### config.mk
export PLATFORM = sky130hd
export DESIGN_NAME = i2c_master_byte_engine
export DESIGN_NICKNAME = d
export VERILOG_FILES = /design/src/design/i2cm_pkg.sv /design/src/design/i2cm_step.sv /design/src/design/i2c_master_byte_engine.sv
export SDC_FILE = /design/constraint.sdc
export NUM_CORES = 1
export LEC_CHECK = 0
export BUFFER_PORTS_ARGS = -buffer_cell sky130_fd_sc_hd__buf_2
export CAP_MARGIN = 0
export CORE_MARGIN = 1
export CORE_UTILIZATION = 49
export DETAILED_ROUTE_END_ITERATION = 8
export GPL_ROUTABILITY_DRIVEN = 1
export PLACE_DENSITY = 0.84
export SLEW_MARGIN = 5
export SYNTH_ARGS = -nofsm -noshare
export SYNTH_HDL_FRONTEND = slang
export SYNTH_SLANG_ARGS = --single-unit
export TNS_END_PERCENT = 30
### constraint.sdc
create_clock -name clk -period 4.97 [get_ports clk]
set_clock_uncertainty 0.1 [all_clocks]
set_input_delay 0.2485 -clock clk [delete_from_list [all_inputs] [get_ports clk]]
set_output_delay 0.2485 -clock clk [all_outputs]
set_load 0.005 [all_outputs]
### src/design/i2cm_pkg.sv
package i2cm_pkg;

    localparam logic [2:0] CMD_IDLE  = 3'd0;
    localparam logic [2:0] CMD_START = 3'd1;
    localparam logic [2:0] CMD_STOP  = 3'd2;
    localparam logic [2:0] CMD_WRITE = 3'd3;
    localparam logic [2:0] CMD_READ  = 3'd4;

    localparam int HBT_W = 10;
    localparam logic [HBT_W-1:0] HBT_RESET = 10'd5;

    localparam logic [2:0] PHASE_LAST_EDGE = 3'd2;
    localparam logic [3:0] ACK_BIT         = 4'd8;

    typedef struct packed {
        logic [2:0]       cmd;
        logic [2:0]       phase;
        logic [3:0]       bit_idx;
        logic [HBT_W-1:0] tick;
        logic [7:0]       shift;
        logic             ack_wanted;
        logic             scl;
        logic             sda;
        logic             ack_seen;
        logic [7:0]       rx_hold;
    } state_t;

    localparam state_t STATE_RESET = '{
        cmd:        CMD_IDLE,
        phase:      3'd0,
        bit_idx:    4'd0,
        tick:       '0,
        shift:      8'd0,
        ack_wanted: 1'b0,
        scl:        1'b1,
        sda:        1'b0,
        ack_seen:   1'b0,
        rx_hold:    8'd0
    };

    typedef struct packed {
        logic       scl_high;
        logic       sda_pull_low;
        logic       busy;
        logic       done;
        logic [7:0] rx_byte;
        logic       slave_acked;
        logic       command_ignored;
    } result_t;

endpackage

### src/design/i2cm_step.sv
module i2cm_step (
    input  i2cm_pkg::state_t            cur,
    input  logic [2:0]                  operation,
    input  logic [7:0]                  tx_byte,
    input  logic                        send_ack,
    input  logic                        sda_level,
    input  logic [i2cm_pkg::HBT_W-1:0]  half_bit_ticks,
    output i2cm_pkg::state_t            nxt,
    output i2cm_pkg::result_t           res
);
    import i2cm_pkg::*;

    always_comb
    begin
        logic [HBT_W-1:0] slot_len;
        logic             slot_end;
        logic             is_cmd;
        logic             done;
        logic             ignored;

        nxt      = cur;
        done     = 1'b0;
        ignored  = 1'b0;
        slot_len = (half_bit_ticks == '0) ? HBT_W'(1) : half_bit_ticks;
        is_cmd   = (operation == CMD_START) || (operation == CMD_STOP) ||
                   (operation == CMD_WRITE) || (operation == CMD_READ);

        if (is_cmd)
        begin
            if (cur.cmd == CMD_IDLE)
            begin
                nxt.cmd        = operation;
                nxt.phase      = 3'd0;
                nxt.bit_idx    = 4'd0;
                nxt.tick       = '0;
                nxt.shift      = (operation == CMD_WRITE) ? tx_byte : 8'd0;
                nxt.ack_wanted = send_ack;
            end
            else
            begin
                ignored = 1'b1;
            end
        end

        if (nxt.cmd != CMD_IDLE)
        begin
            // line levels for the slot in progress
            if (nxt.cmd == CMD_START)
            begin
                if (nxt.phase == 3'd0)
                begin
                    nxt.sda = 1'b0;
                end
                else if (nxt.phase == 3'd1)
                begin
                    nxt.scl = 1'b1;
                    nxt.sda = 1'b0;
                end
                else
                begin
                    nxt.scl = 1'b1;
                    nxt.sda = 1'b1;
                end
            end
            else if (nxt.cmd == CMD_STOP)
            begin
                if (nxt.phase == 3'd0)
                begin
                    nxt.scl = 1'b0;
                    nxt.sda = 1'b1;
                end
                else if (nxt.phase == 3'd1)
                begin
                    nxt.scl = 1'b1;
                    nxt.sda = 1'b1;
                end
                else
                begin
                    nxt.scl = 1'b1;
                    nxt.sda = 1'b0;
                end
            end
            else
            begin
                nxt.scl = nxt.phase[0];
                if (nxt.bit_idx < ACK_BIT)
                    nxt.sda = (nxt.cmd == CMD_WRITE) ? ~nxt.shift[~nxt.bit_idx[2:0]] : 1'b0;
                else
                    nxt.sda = (nxt.cmd == CMD_READ) ? nxt.ack_wanted : 1'b0;
            end

            nxt.tick = nxt.tick + HBT_W'(1);
            slot_end = nxt.tick >= slot_len;
            if (slot_end)
            begin
                nxt.tick = '0;
                if ((nxt.cmd == CMD_START) || (nxt.cmd == CMD_STOP))
                begin
                    if (nxt.phase >= PHASE_LAST_EDGE)
                        done = 1'b1;
                    else
                        nxt.phase = nxt.phase + 3'd1;
                end
                else if (nxt.phase == 3'd0)
                begin
                    nxt.phase = 3'd1;
                end
                else
                begin
                    if ((nxt.cmd == CMD_READ) && (nxt.bit_idx < ACK_BIT))
                        nxt.shift = {nxt.shift[6:0], sda_level};
                    if ((nxt.cmd == CMD_WRITE) && (nxt.bit_idx >= ACK_BIT))
                        nxt.ack_seen = ~sda_level;
                    if (nxt.bit_idx >= ACK_BIT)
                    begin
                        done = 1'b1;
                        if (nxt.cmd == CMD_READ)
                            nxt.rx_hold = nxt.shift;
                    end
                    else
                    begin
                        nxt.phase   = 3'd0;
                        nxt.bit_idx = nxt.bit_idx + 4'd1;
                    end
                end
            end
        end
        else
        begin
            slot_end = 1'b0;
        end

        res.scl_high        = nxt.scl;
        res.sda_pull_low    = nxt.sda;
        res.busy            = (nxt.cmd != CMD_IDLE);
        res.done            = done;
        res.rx_byte         = nxt.rx_hold;
        res.slave_acked     = nxt.ack_seen;
        res.command_ignored = ignored;

        // byte commands park with SCL held low and SDA released
        if (done)
        begin
            if ((nxt.cmd == CMD_WRITE) || (nxt.cmd == CMD_READ))
            begin
                nxt.scl = 1'b0;
                nxt.sda = 1'b0;
            end
            nxt.cmd     = CMD_IDLE;
            nxt.phase   = 3'd0;
            nxt.bit_idx = 4'd0;
            nxt.tick    = '0;
        end
    end

endmodule

### src/design/i2c_master_byte_engine.sv
// I2C master byte engine.
// Input channel (in_valid/in_stall): one request per line tick, carrying an
// optional command (start, stop, write byte, read byte), the byte to send,
// the ACK choice for a read and the sampled SDA level.
// Output channel (out_valid/out_stall): one result per request with the SCL
// and SDA drive levels, busy/done flags, last read byte, slave ACK and a flag
// for a command dropped while busy.
// A request accepted into the input register goes through the sequencer step
// into the result register.
// Throughput: one request per cycle while out_stall holds no result; the
// sequencer step is combinational logic from the input register to the result register.
// APB port: register 0 (address 0) is half_bit_ticks, ticks per SCL phase.
// Reset: sequencer idle, SCL released, SDA released, half_bit_ticks = 5,
// both pipeline stages empty.
// Stall: when out_stall holds a result, the input register keeps its request
// and in_stall rises in the same cycle; nothing is lost or repeated.
module i2c_master_byte_engine (
    input  logic        clk,
    input  logic        rst_n,
    input  logic        in_valid,
    output logic        in_stall,
    input  logic [2:0]  operation,
    input  logic [7:0]  tx_byte,
    input  logic        send_ack,
    input  logic        sda_level,
    output logic        out_valid,
    input  logic        out_stall,
    output logic        scl_high,
    output logic        sda_pull_low,
    output logic        busy_res,
    output logic        done_res,
    output logic [7:0]  rx_byte,
    output logic        slave_acked,
    output logic        command_ignored,
    input  logic        psel,
    input  logic        penable,
    input  logic        pwrite,
    input  logic [2:0]  paddr,
    input  logic [31:0] pwdata,
    output logic [31:0] prdata,
    output logic        pready
);
    import i2cm_pkg::*;

    logic [HBT_W-1:0] hbt_reg;
    logic             cfg_wr;

    logic             s1_valid_reg;
    logic [2:0]       op_reg;
    logic [7:0]       tx_reg;
    logic             ack_reg;
    logic             sda_reg;

    state_t           state_reg;
    state_t           state_next;
    result_t          res_next;
    result_t          res_reg;
    logic             out_valid_reg;

    logic             advance;
    logic             in_take;

    // config port
    assign pready = 1'b1;
    assign cfg_wr = psel && penable && pwrite && pready && (paddr[2] == 1'b0);
    assign prdata = (paddr[2] == 1'b0) ? {{(32-HBT_W){1'b0}}, hbt_reg} : 32'd0;

    always_ff @(posedge clk or negedge rst_n)
    begin
        if (!rst_n)
            hbt_reg <= HBT_RESET;
        else if (cfg_wr)
            hbt_reg <= pwdata[HBT_W-1:0];
    end

    // pipeline control
    assign advance  = s1_valid_reg && (!out_valid_reg || !out_stall);
    assign in_stall = s1_valid_reg && !advance;
    assign in_take  = in_valid && !in_stall;

    always_ff @(posedge clk or negedge rst_n)
    begin
        if (!rst_n)
            s1_valid_reg <= 1'b0;
        else if (in_take)
            s1_valid_reg <= 1'b1;
        else if (advance)
            s1_valid_reg <= 1'b0;
    end

    always_ff @(posedge clk)
    begin
        if (in_take)
        begin
            op_reg  <= operation;
            tx_reg  <= tx_byte;
            ack_reg <= send_ack;
            sda_reg <= sda_level;
        end
    end

    i2cm_step u_step (
        .cur            (state_reg),
        .operation      (op_reg),
        .tx_byte        (tx_reg),
        .send_ack       (ack_reg),
        .sda_level      (sda_reg),
        .half_bit_ticks (hbt_reg),
        .nxt            (state_next),
        .res            (res_next)
    );

    always_ff @(posedge clk or negedge rst_n)
    begin
        if (!rst_n)
            state_reg <= STATE_RESET;
        else if (advance)
            state_reg <= state_next;
    end

    always_ff @(posedge clk or negedge rst_n)
    begin
        if (!rst_n)
            out_valid_reg <= 1'b0;
        else if (advance)
            out_valid_reg <= 1'b1;
        else if (!out_stall)
            out_valid_reg <= 1'b0;
    end

    always_ff @(posedge clk)
    begin
        if (advance)
            res_reg <= res_next;
    end

    assign out_valid       = out_valid_reg;
    assign scl_high        = res_reg.scl_high;
    assign sda_pull_low    = res_reg.sda_pull_low;
    assign busy_res        = res_reg.busy;
    assign done_res        = res_reg.done;
    assign rx_byte         = res_reg.rx_byte;
    assign slave_acked     = res_reg.slave_acked;
    assign command_ignored = res_reg.command_ignored;

`ifndef SYNTH
    a_done_busy: assert property (@(posedge clk) disable iff (!rst_n)
        out_valid && done_res |-> busy_res)
        else $error("done without busy");

    a_ignored_busy: assert property (@(posedge clk) disable iff (!rst_n)
        out_valid && command_ignored |-> busy_res)
        else $error("command dropped while idle");

    a_stall_cause: assert property (@(posedge clk) disable iff (!rst_n)
        in_stall |-> (out_valid && out_stall))
        else $error("input stalled with output free");

    a_done_idle: assert property (@(posedge clk) disable iff (!rst_n)
        advance && res_next.done |=> (state_reg.cmd == CMD_IDLE))
        else $error("sequencer not idle after done");
`endif

endmodule

Word-level counts from Yosys, hierarchy flattened --
Cells that the tools add are included.
Storage, ports and cells: output and inout bits 49, bits of input ports 55, word-level logic and storage cells 118, bits in registers 79
Cells by class: bitwise operators 4, muxes and demuxes 49, $lt $le $gt $ge 5, reductions and logical operators 23, eq/ne operators 10, add/subtract/negate cells 3
Operators with widths (count):
- two-way mux 29 bit | 2
- two-way mux 25 bit | 2
- two-way mux 8 bit | 6
- two-way mux 9 bit | 3
- two-way mux 1 bit | 20
- two-way mux 10 bit | 2
- two-way mux 20 bit | 1
- equality test 3 x 2 -> 1 bit, second input constant | 4
- two-way mux 11 bit | 1
- adder 10 x 1 -> 10 bit, second input constant | 1
- >= comparator 10 bit | 1
- zero test 10 bit | 1
- two-way mux 2 bit | 5
- equality test 3 x 1 -> 1 bit, second input constant | 3
- two-way mux 3 bit | 3
- logical AND 1 bit | 8
- two-way mux 4 bit | 2
- two-way mux 7 bit | 1
- equality test 3 bit, second input constant | 2
- zero test 3 bit | 2
- logical OR 1 bit | 6
- adder 4 x 1 -> 4 bit, second input constant | 1
- >= comparator 4 bit, second input constant | 1
- zero test 1 bit | 4
- other kinds (10) | 12

Depth between registers and ports, before layout --
word-level depth 16, mapped depth 21, gate-level depth less buffers 16

Modules after synthesis --
A second synthesis with hierarchy kept.
Second synthesis, totals: cells, all modules 471, area, all modules 4968.5 um^2
By module, submodules not included:
- i2c_master_byte_engine | area each 3031.7 um^2, cells each 177, times used 1
- i2cm_step | area each 1936.9 um^2, cells each 294, times used 1

Worst setup path before layout --
No wires, ideal clock.
path kind register to register, start register op_reg[0], end register res_reg, in the netlist rx_byte[0], data pin, clock period less this slack 4.758 ns, buffers on the path 4, setup slack 0.212 ns, data arrival time 4.399 ns, cell stages (with the launch flop) 19, data required time 4.610 ns, cells stage by stage edfxtp_1 or3_4 nand3_1 buf_4 clkbuf_1 clkbuf_1 and2_1 ha_1 and3_1 nand4_1 xor2_1 ha_1 and4_1 o21ai_0 o21ai_0 nand3_1 buf_2 nor3_2 mux2_2
RTL lines:
- from (decl) | line i2c_master_byte_engine.sv:49 | logic [2:0] op_reg;
- from (signal assigned) | line i2c_master_byte_engine.sv:95 | op_reg <= operation;
- to (signal assigned) | line i2c_master_byte_engine.sv:134 | res_reg <= res_next;
- to (decl) | line i2c_master_byte_engine.sv:57 | result_t res_reg;

==> qor.yml <==
outcome: "finished, final reports clean"
synthArstFlopShare: 0.658
final_cell_count_no_fill: 655
rr_startpoint: "op_reg[1]"
endpoint: "rx_byte[0]"
first_pass_iters: 6
die_y_um: 99.3
worst_slack_ps: 256
cp-startpoint: "op_reg[1]"
yosysTopAreaCell: "dfrtp_1"
post_cts_buffers: 0
fin_crit_sh: 0.948
synthCells: 467
start_kind: "register"
hold_violations: 0
worstSetupPathType: "register to register"
drive_gt1_frac: 0.224
cts_buffers: 9
r2r_setup_slack_ps: 260
crit_path_end_kind: "register"
synth_commonest_cells: "49 x dfrtp_1, 49 x nand2_1, 40 x nor2_1, 29 x o21ai_0, 27 x edfxtp_1"
wire_per_inst_um: 16.0
synthFlopType: "dfrtp_1"
avgViaCountPerCell: 5.90
power_leakage_uw: 0.00238
grt_overflow_total: 0
rows: 35
relSlewSlack: 0.455
core-area_mm2: 0.00920
wl_mm: 10.5
min_path_type: "primary input to register"
pre_cts_ws_ps: 264
synth.distinct_cells: 60
critPathArrivalTime_ps: 4740
syn_area_mm2: 0.00464
vdd_drop_max_uv: 350
clockBufferDepth: 2
nFillCells: 765
die_x_um: 99.3
p_per_area_mw_per_mm2: 443
vias: 3863
avgSynthCellArea_um2: 9.93
clkSinkCount: 79
drv_slew: 0
critPathMaxFanout: 8
ant_nets: 0
rsz0062_at_grt: "false"
synth.area.top_cells: "dfrtp_1 26%, edfxtp_1 17%, mux2_2 4.9%"
nets: 611
synth_warnings: 0
drc_errors: 0
insertion_delay_ps: 370
grt_max_degree: 53
yosysTopAreaCellShare: 0.265
antennaDiodeCount: 0
period_needed_ps: 4710
reg2reg_depth: 14
cts_tree: "built"
fmax_mhz: 212
ios: 104
r2r-end: "rx_byte[0]"
dpl.hpwl_mm: 7.15
ys_seq_elements: 79
report.final.setup_viol: 0
grt_first_pass_wirelength_mm: 17.3
area_delta_synth_final_pct: 14.7
h-tree-depth: 3
cap_violations: 0
synth-seq-area-share: 0.456
largest_register_ff_count: 40
tightest_slew_ps: 812
cts.clk_slew.worst_paths_ps: 90
dp_cells: 624
gp_congestion: 0.975
grtUsageTotal: 0.222
place.port_buffers: 56
die_area_mm2: 0.00985
synth_edf_count: 27
drtIter0Drc: 545
cts-root-buf: "clkbuf_8"
grt_pass1_vias: 3494
initial_utilization: 0.504
antenna_found_initial: 0
crit_required_ps: 4990
fin_tns_setup_ps: 0
-- kinds of logic after synthesis --
family                     after synthesis  share of synthesized area
and+or+nand+nor                        155                      0.160
AOI/OAI and AO/OA                      101                      0.143
DFF                                     79                      0.456
buffers and inverters                   65                     0.0742
muxes                                   40                      0.104
adders and majority gates               17                     0.0459
xor gates and xnor gates                 8                     0.0151
other                                    2                    0.00162
-- stage by stage --
step / cell area, um^2 / power [uW] / util / hold WS [ps]
6_report: 5320 / 2360 / 0.578 / 7.43
4_1_cts: 5310 / 2340 / 0.578 / 5.21
3_3_place_gp: 4960 / 1770 / 0.539 / 309
3_5_place_dp: 4960 / 1830 / 0.539 / 316
2_1_floorplan: 4710 / 1580 / - / -147
5_1_grt: 5320 / 2500 / 0.578 / 2.12
-- layout by cell type (no fill, tap or decap), drive strengths merged, types with 6 or more instances in the layout --
cell,n
buf,67
nand2,49
dfrtp,49
nor2,40
o21ai,30
mux2,28
edfxtp,27
inv,26
conb,23
a21oi,22
nand3,19
ha,17
dlygate4sd3,15
mux2i,10
a31oi,9
clkbuf,9
o31ai,8
and2,8
nor3,8
and3,7
xnor2,6
nor2b,6
-- worst min path at each step --
stage                   start    endpoint  slack (ps)  depth (start not counted)
finish              pwdata[9]  hbt_reg[9]           7                          2
floorplan               rst_n  hbt_reg[1]        -150                          0
CTS                 pwdata[9]  hbt_reg[9]           5                          2
global route        pwdata[9]  hbt_reg[9]           2                          2
global placement        rst_n  hbt_reg[7]         310                          2
detailed placement      rst_n  hbt_reg[9]         320                          2
-- what timing repair did --
| item | 4_1_cts | 5_1_grt |
|---|---|---|
| setup endpoints to repair | 0 | 1 |
| hold endpoints to repair | 63 | 0 |
| gates resized for setup | 0 | 1 |
| hold buffers | 15 | 0 |
-- where the power goes --
part           total (uW)  internal, uW  switching (uW)
Sequential            945           816             129
Combinational         915           379             536
Clock                 496           238             258
Total                2360          1430             923
-- critical path, cell delays in order (launching register included) --
cell	delay, ps
edfxtp_1	470
or3_4	450
nand3_1	180
and2_1	190
ha_1	270
and3_1	220
nand4_1	230
xor2_1	230
ha_1	300
and4_1	180
o21ai_0	120
o21ai_0	310
nand3_1	200
nor3_2	600
mux2_2	420
-- routing by layer --
layer | vias up | share of wire | GRT usage
met5 | - | 0 | 0
met1 | 1855 | 0.43 | 0.306
met3 | 27 | 0.070 | 0.0365
met2 | 198 | 0.48 | 0.355
met4 | 0 | 0.021 | 0.0803
li1 | 1783 | - | -
-- layout make-up --
class | instances | area, um^2 | share of cell area
flip-flops and latches | 79 | 2120 | 0.398
clock buffers | 9 | 124 | 0.0233
inverters | 23 | 86.3 | 0.0162
multi-input cells | 344 | 2260 | 0.425
clock inverters | 7 | 78.8 | 0.0148
repair buffers | 82 | 513 | 0.0965
well taps | 111 | 139 | 0.0261
Note: power is estimated with default switching activity, not from simulation.
